**src/sv/sulk_pkg.sv**
```systemverilog
`timescale 1ns / 1ps
// ----------------------------------------------------------------------------
// sulk_pkg
// Types and codes shared by the sorted unique key list and its cells.
// ----------------------------------------------------------------------------
package sulk_pkg;

   localparam int KEY_W    = 32;
   localparam int STATUS_W = 3;
   localparam int POS_W    = 6;
   localparam int COUNT_W  = 7;

   // Command codes
   localparam logic CMD_INSERT = 1'b0;
   localparam logic CMD_SEARCH = 1'b1;

   // Result status codes
   localparam logic [STATUS_W-1:0] STATUS_INSERTED  = 3'd0;
   localparam logic [STATUS_W-1:0] STATUS_DUPLICATE = 3'd1;
   localparam logic [STATUS_W-1:0] STATUS_FULL      = 3'd2;
   localparam logic [STATUS_W-1:0] STATUS_FOUND     = 3'd3;
   localparam logic [STATUS_W-1:0] STATUS_NOT_FOUND = 3'd4;

   // Request word
   typedef struct packed {
      logic              cmd;
      logic signed [KEY_W-1:0] key;
   } req_type;

   // Response word
   typedef struct packed {
      logic [STATUS_W-1:0] status;
      logic [POS_W-1:0]    position;
      logic [COUNT_W-1:0]  count;
   } rsp_type;

   // Control broadcast from the sequencer to every cell
   typedef struct packed {
      logic compare_en;
      logic insert_en;
   } cell_ctl_type;

endpackage

```
**src/sv/sulk_cell.sv**
```systemverilog
`timescale 1ns / 1ps
// ----------------------------------------------------------------------------
// sulk_cell
// One slot of the sorted list: holds a key, compares it with the probe key
// and takes either the probe or its left neighbor's key on an insert.
// ----------------------------------------------------------------------------
module sulk_cell #(
   parameter int INDEX = 0,
   parameter int CNT_W = 7
) (
   input  logic                              clock,
   input  sulk_pkg::cell_ctl_type            ctl,
   input  logic signed [sulk_pkg::KEY_W-1:0] probe_key,
   input  logic [CNT_W-1:0]                  key_count,
   input  logic signed [sulk_pkg::KEY_W-1:0] left_key,
   input  logic                              left_less,
   output logic signed [sulk_pkg::KEY_W-1:0] key_out,
   output logic                              less_out,
   output logic                              hit_out
);

   logic signed [sulk_pkg::KEY_W-1:0] key_ff;
   logic                              less_ff;
   logic                              less_in;
   logic                              hit_ff;
   logic                              hit_in;
   logic                              occupied;

   // Compare the held key against the probe; empty slots never match
   always_comb begin
      occupied = key_count > CNT_W'(INDEX);
      less_in  = occupied && (key_ff < probe_key);
      hit_in   = occupied && (key_ff == probe_key);
   end

   // Capture flags, then on insert shift right of the slot or drop the probe in
   always_ff @(posedge clock) begin
      if (ctl.compare_en) begin
         less_ff <= less_in;
         hit_ff  <= hit_in;
      end
      if (ctl.insert_en) begin
         if (!left_less) begin
            key_ff <= left_key;
         end else if (!less_ff) begin
            key_ff <= probe_key;
         end
      end
   end

   assign key_out  = key_ff;
   assign less_out = less_ff;
   assign hit_out  = hit_ff;

endmodule

```
**config.mk**
```make
export PLATFORM = sky130hd
export DESIGN_NAME = sulk_cell
export DESIGN_NICKNAME = d
export VERILOG_FILES = /design/src/sv/sulk_pkg.sv /design/src/sv/sulk_cell.sv
export SDC_FILE = /design/constraint.sdc
export NUM_CORES = 1
export LEC_CHECK = 0
export BUFFER_PORTS_ARGS = -buffer_cell sky130_fd_sc_hd__buf_2
export CAP_MARGIN = 10
export CORE_ASPECT_RATIO = 1.25
export CORE_UTILIZATION = 42
export CTS_CLUSTER_SIZE = 24
export DETAILED_ROUTE_END_ITERATION = 6
export PLACE_DENSITY_LB_ADDON = 0.2
export RECOVER_POWER = 100
export SKIP_LAST_GASP = 1
export SYNTH_ARGS = -nofsm -noshare
export SYNTH_HDL_FRONTEND = slang
export SYNTH_SLANG_ARGS = --single-unit
```
**constraint.sdc**
```tcl
create_clock -name clock -period 4 [get_ports clock]
set_input_delay 0.8 -clock clock [delete_from_list [all_inputs] [get_ports clock]]
set_output_delay 0.8 -clock clock [all_outputs]
set_load 0.05 [all_outputs]
```
Word-level counts from Yosys, hierarchy flattened
Index checks and enable logic that the tools add are counted.
- logic and storage cells: 12
- input bits: 75
- register bits after elaboration: 34
- output and inout bits: 34
- $lt $le $gt $ge: 2
- equality and inequality tests: 2
- multiplexer cells: 2
- reductions and logical operators: 3
- operators with widths (kind ; number):
    $mux W32 ; 2
    $eq A32 B32 Y1 ; 1
    $lt A32 B32 Y1 ; 1
    $gt A7 B1 Y1 const B ; 1
    $logic_and A1 B1 Y1 ; 2
    $ne A2 B2 Y1 const B ; 1
    $reduce_and A2 Y1 ; 1

Longest topological paths before layout
- depth in word-level cells: 2
- depth in mapped cells: 7
- mapped depth without buffers: 7

Least setup slack after synthesis
No wires, ideal clock.
- path kind: input port to flip-flop
- start: input port left_less
- end: register key_ff, in the netlist key_out[0] (enable)
- slack: -32 ps
- buffers on the path: 2
- stages on the path: 3
- library setup time: 471 ps
- data required time: 3529 ps
- arrival: 3561 ps
- cells stage by stage: clkbuf_1 -> clkbuf_1 -> a21boi_0
- longest elaborated chain between the ends: 2
- RTL lines (item ; RTL line ; text):
    start, declared ; sulk_cell.sv:16 ; input logic left_less,
    $ne A2 B2 Y1 (no source line) ; n/a ;
    $reduce_and A2 Y1 (no source line) ; n/a ;
    end signal, assigned ; sulk_cell.sv:44 ; key_ff <= left_key;
    end signal, assigned ; sulk_cell.sv:46 ; key_ff <= probe_key;
    end, declared ; sulk_cell.sv:22 ; logic signed [sulk_pkg::KEY_W-1:0] key_ff;
Every way passes these cells.
A chain may end at the register's enable or synchronous reset.

Worst setup path after layout
- start: input port left_less
- end: register key_ff, in the netlist key_out[9] (enable)
Same word-level chain as after synthesis.

==> impl_results.md <==
- Outcome: finished with violations
- Violated checks: capacitance limit, slew limit
- Rows: 29
- RD Place Congestion: 0.757
- Largest net degree at the start of global routing: 34
- Die Height: 84.0 um
- Top cell type's share of synthesized area: 45.2%
- Core box area: 5120 um^2
- Ys Warns: 0
- Leak: 1.35 nW
- Post-route ant nets: 0
- Worst-Margin Slew: 1.86 ns
- Worst-path fanout max: 33
- CTS Sinks: 34
- Fraction of layout cells with a size suffix above 1: 38.2%
- CTS resizes: 0
- Number of fill cells: 477
- Worst VDD drop: 214 uV
- Root Buffer Master: clkbuf_8
- Final #Nets: 409
- WL per Instance: 13.3 um
- Gr ovfl total: 0
- DP HPWL: 3850 um
- Maximum clock frequency: 0.347 GHz
- Commonest register cell after synthesis: edfxtp_1
- Vias in the first global route: 1831
- Relative slew slack: -24.1%
- Syn_area_per_cell: 11.9 um^2
- Clock transition at the registers of the reported paths: 0.06 ns
- Slowest cell on crit path: clkbuf_1
- Post-synthesis async set-or-reset flop share: 0%
- Hold/Removal Path Class: in -> reg
- Leading cell type in the layout, fill and taps excluded: buf_2
- Clock Skews: 0.00493 ns
- Worst skew pair latency: 0.28 ns
- CTS tree: built
- Placed Cells incl. Taps: 357
- Final non-filler cell total: 363
- Final setup TNS: 0 ns
- Crit path DAT: 2.73 ns
- Postcts setup bufs: 0
- Most frequent cells in the layout: 72 x buf_2, 36 x clkbuf_1, 34 x edfxtp_1, 33 x inv_1, 33 x mux2_2
- Diode count: 0
- # port buffers: 108
- Area Overhead vs Synth: 28.6%
- CP max stage delay: 1.31 ns
- EDFF count, synth: 34
- Starting Density: 44.2%
- Period utilization: 72.0%
- Worst Setup End Kind: flip-flop
- Initial antenna violation count: 0
- Initial DRT Pass Iterations: 4
- Cells after synthesis: 190
- Pins over their slew limit: 34
- Die ar.: 5680 um^2
- Hold buffers post-CTS: 0
- Die W: 67.6 um
- Clock buffer depth: 2
- Top cells by area, synth: edfxtp_1 45%, ha_1 18%, mux2_2 16%, inv_1 5.5%, a21oi_1 2.7%
- Post-synth net total: 297
- Ports: 109
- Tot Pwr: 949 uW
- Worst Path Required: 3.85 ns
- Syn Std Cell Area: 2260 um^2
- Final hold vios: 0
- H-Tree Depth: 2
- Netlist cell types: 27
- First DRT Iteration DRCs: 43
- Post-synth top area cell: edfxtp_1
- WS Path Type: in -> reg
- Global-route wire length before repair: 7560 um
- Via count: 1772
- Startpoint type of the worst setup path: input port
- Final setup violation count: 0
- Total length of routed wires: 4840 um
- Power density cells: 326 nW/um^2
- Synthesis-stage register bit count: 34
- Cell chain of the critical path: clkbuf_1 > a21boi_4 > clkbuf_2
- Period minus WS final: 2.88 ns
- Max-cap violations: 1
- Via/cell ratio: 4.88
- TritonCTS buffer count: 5
- Seq/Total Area, Yosys: 45.2%
- Residual DRC count: 0
- Total track usage: 18.0%
- RSZ-0062 raised after global routing: false
-- metrics by stage --
stage	utilization (%)	setup WS, ns	hold WS (ns)	instance area (um^2)
detailed placement	56.3	1.16	0.825	2880
global route	56.8	0.846	0.790	2910
finish	56.8	1.12	0.775	2910
CTS	57.8	1.46	0.731	2960
floorplan	-	0.842	0.912	2260
global placement	56.3	1.18	0.821	2880
-- sequential cells by signal, indices dropped and copies added, names as in the netlist --
register and cells:
key_out 32, hit_out 1, less_out 1
-- area by class of cell --
| cell class | count | area [um^2] | share of cell area (%) |
|---|---|---|---|
| Tap cell | 62 | 77.6 | 2.67 |
| Clock buffer | 5 | 68.8 | 2.37 |
| Multi-Input combinational cell | 119 | 1110 | 38.3 |
| Inverter | 33 | 124 | 4.26 |
| Clock inverter | 1 | 3.75 | 0.129 |
| Sequential cell | 34 | 1020 | 35.1 |
| Timing Repair Buffer | 109 | 500 | 17.2 |
-- cells by family after synthesis --
| logic type | synth area share, % |
|---|---|
| buffers and inverters | 6.14 |
| flip-flops | 45.2 |
| multiplexers | 16.4 |
| adder cells (fa/ha/maj) | 17.7 |
| AND/OR/NAND/NOR | 7.75 |
| AO/OA/AOI/OAI | 6.81 |
-- routing by layer --
| layer | vias to the layer above | GRT usage [%] | part of all wire, % | wire length, um |
|---|---|---|---|---|
| met3 | 10 | 5.46 | 5.5 | 268 |
| met1 | 781 | 18.8 | 41 | 1980 |
| met5 | - | 0 | 0 | 0 |
| li1 | 913 | - | - | - |
| met4 | 0 | 6.58 | 2.3 | 110 |
| met2 | 68 | 32.2 | 51 | 2480 |
-- synth_stat cells (all sizes together) (3+ instances only) --
master and count:
nor2b 3, inv 33, nand4 6, edfxtp 34
ha 32, nand2 8, a21oi 12, mux2 33
nor2 3, clkbuf 4, o21ai 6
-- critical path, delay by kind of cell --
family,cells,cell delay (ns)
buffers and inverters,2,1.87
AOI/OAI and AO/OA,1,0.05
-- power by group --
part / total, mW / internal, mW / switching, mW
sequential: 0.444 / 0.428 / 0.0151
combinational: 0.279 / 0.100 / 0.178
clock: 0.227 / 0.113 / 0.113
-- path summary, 6_finish.rpt --
path,startpoint,end,slack (ns),depth (start not counted)
worst max-delay path,left_less,key_out[9]$_DFFE_PP_,1.12,3
worst min register to register,key_out[2]$_DFFE_PP_,hit_out$_DFFE_PP_,0.86,3
worst min-delay path,ctl[1],less_out$_DFFE_PP_,0.78,1
worst max register to register,key_out[14]$_DFFE_PP_,less_out$_DFFE_PP_,1.63,6
Power figures use the tool's default switching activity.
