[src/sv/sulk_encoder.sv]
`timescale 1ns / 1ps
// ----------------------------------------------------------------------------
// sulk_encoder
// One-hot to binary index encoder over the cell flag row.
// ----------------------------------------------------------------------------
module sulk_encoder #(
   parameter int N = 64,
   parameter int W = 6
) (
   input  logic [N-1:0] onehot,
   output logic [W-1:0] index
);

   // OR together the indexes of the set bits
   always_comb begin
      index = '0;
      for (int i = 0; i < N; i++) begin
         if (onehot[i]) begin
            index = index | W'(i);
         end
      end
   end

endmodule

[config.mk]
export PLATFORM = sky130hd
export DESIGN_NAME = sulk_encoder
export DESIGN_NICKNAME = d
export VERILOG_FILES = /design/src/sv/sulk_encoder.sv
export SDC_FILE = /design/constraint.sdc
export NUM_CORES = 1
export LEC_CHECK = 0
export ABC_CLOCK_PERIOD_IN_PS = 2800
export BUFFER_PORTS_ARGS = -buffer_cell sky130_fd_sc_hd__buf_4
export CORE_AREA = 8 8 45 47
export DETAILED_ROUTE_END_ITERATION = 6
export DIE_AREA = 0 0 53 55
export PLACE_DENSITY = 0.78
export SLEW_MARGIN = 20
export SYNTH_ARGS = -nofsm -noshare
export SYNTH_HDL_FRONTEND = slang
export SYNTH_SLANG_ARGS = --single-unit
[constraint.sdc]
create_clock -name vclk -period 2.8
set_clock_uncertainty 0.2 [all_clocks]
set_input_delay 0.14 -clock vclk [all_inputs]
set_output_delay 0.14 -clock vclk [all_outputs]
set_load 0.02 [all_outputs]
=== After elaboration in Yosys (flattened, before gate mapping) ===
Cells that the tools add are included.

* Add/sub/neg operators: 0
* Equality and inequality tests: 0
* Multipliers: 0
* Muxes and demuxes: 63
* Reduce and logical (&&, ||, !) cells: 0
* Shift-type cells: 0
* Magnitude comparators: 0
* Divide/modulo/power cells: 0
* Bitwise logic cells: 0

{| class="wikitable"
|+ Operators by type and width
! operator !! number
|-
| 6-bit two-way mux || 32
|-
| 5-bit two-way mux || 16
|-
| 4-bit two-way mux || 8
|-
| 3-bit two-way mux || 4
|-
| 2-bit two-way mux || 2
|-
| 1-bit two-way mux || 1
|}

* Register bits: 0
* Bits of input ports: 64
* Latch bits: 0
* Bits in writable memories: 0
* Word-level logic and storage cells: 63
* ROM bits: 0
* Memories kept: 0
* Output and inout port bits: 6

=== Longest topological paths before layout ===
Gate-level depths: netlist of the first run.

* Depth in word-level cells: 63
* Depth in mapped cells: 3
* Depth with buffers taken out: 3

=== Worst setup path after synthesis of the first run ===
Ideal clock, no wire load.

* Path kind: input -> output
* Start point: in onehot[24]
* End point: out index[3]
* Path slack: 0.824 ns
* Arrival time: 1.636 ns
* Cell stages on the path: 3
* Cells stage by stage: or4_1 -> or4_1 -> or4_1

* Cells in the longest elaborated chain, start to end: 40

{| class="wikitable"
|+ Ends and longest elaborated chain
! element !! RTL line !! source
|-
| start: declaration || 10 || <nowiki>input logic [N-1:0] onehot,</nowiki>
|-
| 5-bit two-way mux (8 in series) || 18 || <nowiki>if (onehot[i]) begin</nowiki>
|-
| 6-bit two-way mux (32 in series) || 18 ||
|-
| end: declaration || 11 || <nowiki>output logic [W-1:0] index</nowiki>
|}

Every way passes these cells.

=== Worst setup path in the final report of the first run ===
Ends and elaborated chain as after synthesis.

==> results of run 1 <==
[final cells by class]
type / count / area share
well taps: 16 / 0.0236
repair buffers: 69 / 0.610
multi-input cells: 50 / 0.367
[cells in the final DEF, fill, tap and decap left out, drive strengths merged, types with 2 or more instances in the layout]
cell,Yosys,layout
nor4,18,18
nand4,2,2
nand2,3,3
nand3,2,2
and3,2,2
nor3,5,5
nor2,3,3
or4,6,6
buf,0,69
or3,2,2
or2,2,2
[cell families after synthesis]
kind of cell     synth area share
AND/OR/NAND/NOR              1.00
[metrics by stage]
| step | utilization | cell area (µm²) |
|---|---|---|
| detailed placement | 0.614 | 850 |
| CTS | 0.614 | 850 |
| global placement | 0.614 | 850 |
| global route | 0.614 | 850 |
| finish | 0.614 | 850 |
| floorplan | - | 312 |
[per-layer routing]
layer | vias to the layer above | GRT usage | wire (µm)
met5 | - | 0 | 0
met4 | 0 | 0.00862 | 8
met3 | 2 | 0.0535 | 279
met2 | 44 | 0.283 | 1200
met1 | 329 | 0.158 | 812
li1 | 362 | - | -
[power breakdown]
| part | total, mW | leakage (nW) | switching (mW) | internal, mW |
|---|---|---|---|---|
| Sequential | 0 | 0 | 0 | 0 |
| Clock | 0 | 0 | 0 | 0 |
| Combinational | 0.0892 | 0.377 | 0.0274 | 0.0618 |
| Total | 0.0892 | 0.377 | 0.0274 | 0.0618 |
[how the worst max path moves through the flow]
stage,to,depth (start not counted),start,slack (ns)
2_1_floorplan,index[3],3,onehot[24],0.82
3_3_place_gp,index[3],5,onehot[24],0.63
3_5_place_dp,index[3],5,onehot[24],0.64
4_1_cts,index[3],5,onehot[24],0.63
5_1_grt,index[3],5,onehot[24],0.57
6_report,index[3],5,onehot[24],0.63
==> summary.md, run 1 <==
| Metric | Value |
|---|---|
| Run status | finished clean |
| MaxCap Viol Count | 0 |
| Antenna Violating Nets Remaining | 0 |
| Maximum fanout along the worst path | 2 |
| Row count | 14 |
| Leak | 0.377 nW |
| WHS Endpoint | index[5] |
| Crit path max-delay family | simple AND/OR/NAND/NOR gates |
| Finish-stage setup viols | 0 |
| Number of global-route vias before repair | 831 |
| Fill count | 150 |
| First-pass GRT wire length | 3490 µm |
| GRT Residual Overflow | 0 |
| Final Power | 89.2 µW |
| Setup bufs post-CTS | 0 |
| Final setup TNS | 0 ns |
| Worst Path Required | 2.46 ns |
| Fin crit share | 0.774 |
| Core Area | 1380 µm² |
| Synthesized Nets | 114 |
| Synth cell types | 15 |
| Ant. Diodes | 0 |
| TritonRoute pass-1 iters | 4 |
| Synth area leader | nor4_1 |
| Pins Over Slew Limit | 0 |
| Minimum clock period | 2.17 ns |
| Setup CP Type | in2out |
| Synth top area share | 0.361 |
| Buf/Inv on CP | 2 |
| RSZ-0062 raised after global routing | no |
| Total routing usage reported by global routing | 0.148 |
| WP data arrival | 1.83 ns |
| Via count | 737 |
| Iteration-0 DRC Markers | 19 |
| PD cells | 105 nW/µm² |
| Crit. End Element | output pin |
| Hold Vio Cnt, Final | 0 |
| Final Instance Count excl. Fillers | 135 |
| Wirelength per Cell | 17.0 µm |
| Hold Path Cell Cnt | 4 |
| Area Overhead vs Synth | 173% |
| Max Freq | 0.462 GHz |
| Synth Instances | 50 |
| FF+latch area | 0 µm² |
| Worst Tran Pin Value | 0.433 ns |
| Largest net degree at the start of global routing | 4 |
| Seq Cell Count | 0 |
| Final RePlAce weighted congestion | 0.840 |
| IO Port Bufs | 69 |
| Synth cell count leaders | 18 x nor4_1, 6 x or4_1, 5 x nor3_1, 3 x nand2_1, 3 x nor2_1 |
| Post-cts sizing count | 0 |
| Most frequent cell after synthesis | nor4_1 |
| Starting Density | 0.225 |
| DRC viols | 0 |
| Crit start category | primary input |
| Most frequent CP cell | or4_1 |
| Max rail drop VDD | 0.0594 mV |
| Setup ws final | 0.634 ns |
| Cells after DPL | 135 |
| Layout net count | 185 |
| Number of clock buffers in the layout | 0 |
| Multi-input combinational cell area | 312 µm² |
| Die Ht | 55 µm |
| Drt via density | 5.46 |
| Top post-synthesis cells by area | nor4_1 36%, or4_1 14%, nor3_1 8.0% |
| Avg Inst Size Synth | 6.23 µm² |
| DP HPWL | 2180 µm |
| Crit-path slowest cell | or4_1 |
| Total Wirelength | 2300 µm |
| CP Cell Sequence | buf_4 > or4_1 > or4_1 > or4_1 > buf_4 |
| Initial antenna violation count | 0 |
| Register area share after synthesis | 0 |
| Share of layout cells above drive strength 1 | 0.597 |
| # hold bufs at CTS | 0 |
| Rel. slew slack | 0.709 |
| Die width | 53 µm |
| HP Start | onehot[48] |
| Hold_ws | 0.410 ns |
| Die area | 2920 µm² |
| Post-Synthesis Cell Area | 312 µm² |
| Ys Warns | 0 |
| DP Worst Slack | 0.638 ns |
| Worst min path class | in2out |
| Slowest stage delay, CP | 0.54 ns |
| Ports | 70 |
No activity file was read; power rests on OpenSTA's default activity.
==> run 2: changes to the inputs <==
Settings changed: ABC_CLOCK_PERIOD_IN_PS 2800 to 1800, CORE_AREA 8 8 45 47 to not set, CORE_MARGIN set to 8, CORE_UTILIZATION set to 22, DIE_AREA 0 0 53 55 to not set, PLACE_DENSITY 0.78 to 0.76.
Clock period 2.8 ns to 1.8 ns, I/O delays scaled along.
==> summary.md, run 2 (synthesized netlist as in run 1, its figures left out) <==
| Metric | Value |
|---|---|
| Run status | finished with violations |
| Failing checks | negative setup slack |
| Hold_ws | 0.317 ns |
| Initial antenna violation count | 0 |
| Worst min path class | in2out |
| Final setup TNS | -0.231 ns |
| Most frequent cells in the layout | 69 x buf_4, 18 x nor4_1, 5 x nor3_1 |
| Iteration-0 DRC Markers | 17 |
| Dpl cell area | 875 µm² |
| WHS Endpoint | index[4] |
| Die area | 2880 µm² |
| Setup bufs post-CTS | 0 |
| Finish-stage setup viols | 1 |
| Part of the power in combinational logic | 1.000 |
| Fin crit share | 1.13 |
| Number of global-route vias before repair | 822 |
| Hold Path Cell Cnt | 4 |
| DP HPWL | 2150 µm |
| Largest net degree at the start of global routing | 4 |
| RSZ-0062 raised after global routing | yes |
| Final Power | 146 µW |
| IO Port Bufs | 69 |
| Most common cell after layout, fill and taps aside | buf_4 |
| Maximum fanout along the worst path | 2 |
| First-pass GRT wire length | 3570 µm |
| WP data arrival | 1.74 ns |
| Worst Path Required | 1.51 ns |
| Most frequent CP cell | or4_4 |
| FF+latch area | 0 µm² |
| Total routing usage reported by global routing | 0.154 |
| Sequential power share | 0 |
| DRC viols | 0 |
| Leak | 0.400 nW |
| Antenna Violating Nets Remaining | 0 |
| Max Freq | 0.492 GHz |
| Core Area | 1320 µm² |
| Final Util | 0.678 |
| Setup CP Type | in2out |
| HP Start | onehot[16] |
| PD cells | 163 nW/µm² |
| MaxCap Viol Count | 0 |
| Die width | 53.6 µm |
| Seq Cell Count | 0 |
| Ports | 70 |
| Crit path max-delay family | simple AND/OR/NAND/NOR gates |
| Wirelength per Cell | 17.0 µm |
| Cells after DPL | 137 |
| Net Sw Frac | 0.303 |
| Max rail drop VDD | 0.0999 mV |
| Area Overhead vs Synth | 187% |
| Clock share of power | 0 |
| Crit start category | primary input |
| Final RePlAce weighted congestion | 0.927 |
| Crit path launch | onehot[26] |
| Die Ht | 53.6 µm |
| Drt via density | 5.53 |
| Ant. Diodes | 0 |
| Crit-path slowest cell | or4_4 |
| Starting Density | 0.236 |
| Setup ws final | -0.231 ns |
| Hold Vio Cnt, Final | 0 |
| Crit. End Element | output pin |
| Slowest stage delay, CP | 0.51 ns |
| Post-route cell area | 893 µm² |
| Worst Tran Pin Value | 0.453 ns |
| Via count | 758 |
| Number of clock buffers in the layout | 0 |
| Fill count | 126 |
| Minimum clock period | 2.03 ns |
| Row count | 13 |
| Rel. slew slack | 0.695 |
| CP Cell Sequence | buf_6 > or4_4 > or4_4 > or4_4 > buf_6 |
| P_sw | 44.1 µW |
| Pins Over Slew Limit | 0 |
| # hold bufs at CTS | 0 |
| Share of layout cells above drive strength 1 | 0.631 |
| TritonRoute pass-1 iters | 4 |
| Buf/Inv on CP | 2 |
| Total Wirelength | 2320 µm |
| Cell Int Power | 102 µW |
| DP Worst Slack | -0.288 ns |
| Final Instance Count excl. Fillers | 137 |
| Layout net count | 188 |
| GRT Residual Overflow | 0 |
## run 2: how the worst max path moves through the flow
stage,to,slack (ns),depth (start not counted)
global placement,index[3],-0.28,5
finish,index[3],-0.23,5
detailed placement,index[3],-0.29,5
CTS,index[3],-0.24,5
global route,index[3],-0.26,5
floorplan,index[3],-0.03,3
## run 2: power by group through the flow
stage                     Clock (mW)  Combinational [mW]  Sequential, mW
after global routing               0               0.156               0
after CTS                          0               0.144               0
after floorplan                    0              0.0162               0
final                              0               0.146               0
after global placement             0               0.140               0
after detailed placement           0               0.142               0
## run 2: per-layer routing
layer	vias up	wire (µm)	GRT usage
met5	-	0	0
met1	341	816	0.169
met4	0	8	0.00840
met2	46	1160	0.281
met3	2	339	0.0661
li1	369	-	-
## run 2: final cells by class
| cell class | instances | area [µm²] | area share |
|---|---|---|---|
| tap | 15 | 18.8 | 0.0210 |
| multi-input combinational | 50 | 323 | 0.361 |
| timing repair buffer | 72 | 552 | 0.618 |
## run 2: timing repair
action	in CTS	in global routing
gates resized for setup	3	2
endpoints found under the setup margin	1	1
pin swaps	1	0
==> run 3: changes to the inputs <==
Settings changed: BUFFER_PORTS_ARGS -buffer_cell sky130_fd_sc_hd__buf_4 to not set, CORE_AREA set to 2 2 39 41, CORE_MARGIN 8 to not set, CORE_UTILIZATION 22 to not set, DIE_AREA set to 0 0 41 43, DONT_BUFFER_PORTS set to 1, PLACE_DENSITY 0.76 to 0.34.
==> summary.md, run 3 (synthesized netlist as in run 1, its figures left out) <==
| Metric | Value |
|---|---|
| MaxCap Viol Count | 0 |
| Largest net degree at the start of global routing | 4 |
| Setup ws final | -0.0592 ns |
| Worst Tran Pin Value | 0.413 ns |
| Fin crit share | 1.03 |
| Via count | 462 |
| Clock share of power | 0 |
| Run status | finished with violations |
| Seq Cell Count | 0 |
| Ports | 70 |
| Layout net count | 116 |
| Total routing usage reported by global routing | 0.146 |
| Rel. slew slack | 0.722 |
| Wirelength per Cell | 22.1 µm |
| Worst Path Required | 1.51 ns |
| Antenna Violating Nets Remaining | 0 |
| Number of clock buffers in the layout | 0 |
| Maximum fanout along the worst path | 2 |
| Hold Vio Cnt, Final | 0 |
| Share of layout cells above drive strength 1 | 0.100 |
| IO Port Bufs | 0 |
| Row count | 14 |
| TritonRoute pass-1 iters | 2 |
| P_sw | 9.42 µW |
| DRC viols | 0 |
| RSZ-0062 raised after global routing | yes |
| Crit start category | primary input |
| Initial antenna violation count | 0 |
| Cell Int Power | 11.7 µW |
| Hold_ws | 0.211 ns |
| First-pass GRT wire length | 1790 µm |
| Worst min path class | in2out |
| Max rail drop VDD | 0.0149 mV |
| Failing checks | negative setup slack |
| Crit. End Element | output pin |
| Part of the power in combinational logic | 1.000 |
| Most frequent cells in the layout | 18 x nor4_1, 5 x nor3_1 |
| Pins Over Slew Limit | 0 |
| Final RePlAce weighted congestion | 0.775 |
| Die area | 1760 µm² |
| Minimum clock period | 1.86 ns |
| Leak | 0.0548 nW |
| Total Wirelength | 1460 µm |
| Net Sw Frac | 0.447 |
| FF+latch area | 0 µm² |
| GRT Residual Overflow | 0 |
| Core Area | 1380 µm² |
| Max Freq | 0.538 GHz |
| Die width | 41 µm |
| Post-route cell area | 343 µm² |
| Dpl cell area | 335 µm² |
| Starting Density | 0.225 |
| Ant. Diodes | 0 |
| Area Overhead vs Synth | 10.0% |
| WP data arrival | 1.57 ns |
| Drt via density | 7.00 |
| PD cells | 61.5 nW/µm² |
| Finish-stage setup viols | 1 |
| DP Worst Slack | -0.0928 ns |
| Number of global-route vias before repair | 477 |
| Sequential power share | 0 |
| Die Ht | 43 µm |
| Most common cell after layout, fill and taps aside | nor4_1 |
| Setup CP Type | in2out |
| Iteration-0 DRC Markers | 6 |
| DP HPWL | 1410 µm |
run 3: cell count changes in the layout (fill, tap and decap cells not counted):
| cell | before | now |
|---|---|---|
| buf_6 | 3 | 0 |
| buf_4 | 69 | 0 |
run 3: path summary, 6_finish.rpt:
| kind | to | slack (ns) | start | cells past startpoint |
|---|---|---|---|---|
| setup / recovery | index[3] | -0.06 | onehot[24] | 3 |
| hold / removal | index[5] | 0.21 | onehot[58] | 2 |
run 3: through the flow:
stage / utilization / power (mW) / std cells / setup TNS (ns)
floorplan: - / 0.0162 / 50 / -0.0301
CTS: 0.248 / 0.0213 / 66 / -0.0642
global placement: 0.242 / 0.0205 / 66 / -0.0870
finish: 0.248 / 0.0211 / 66 / -0.0592
detailed placement: 0.242 / 0.0205 / 66 / -0.0928
global route: 0.248 / 0.0231 / 66 / -0.0766
run 3: layout make-up:
class / count / area (µm²)
well taps: 16 / 20.0
multi-input cells: 50 / 323
fillers: 159 / 1040
run 3: per-layer routing:
metal	routed length [µm]	global-route usage
met2	715	0.275
met1	530	0.165
met3	213	0.0314
met4	0	0
met5	0	0
run 3: repair_timing:
item                                    in CTS  in global routing
hold buffers                                 0                  0
setup buffers                                0                  0
endpoints found under the setup margin       1                  1
gates cloned                                 0                  0
gates resized for setup                      2                  0
run 3: critical path, stage by stage:
cell and delay [ns]:
or4_4 0.52, or4_4 0.48, or4_4 0.48
run 3: power groups by stage:
stage | combinational (mW) | clock, mW | sequential [mW]
5_1_grt | 0.0231 | 0 | 0
6_report | 0.0211 | 0 | 0
2_1_floorplan | 0.0162 | 0 | 0
4_1_cts | 0.0213 | 0 | 0
3_3_place_gp | 0.0205 | 0 | 0
3_5_place_dp | 0.0205 | 0 | 0
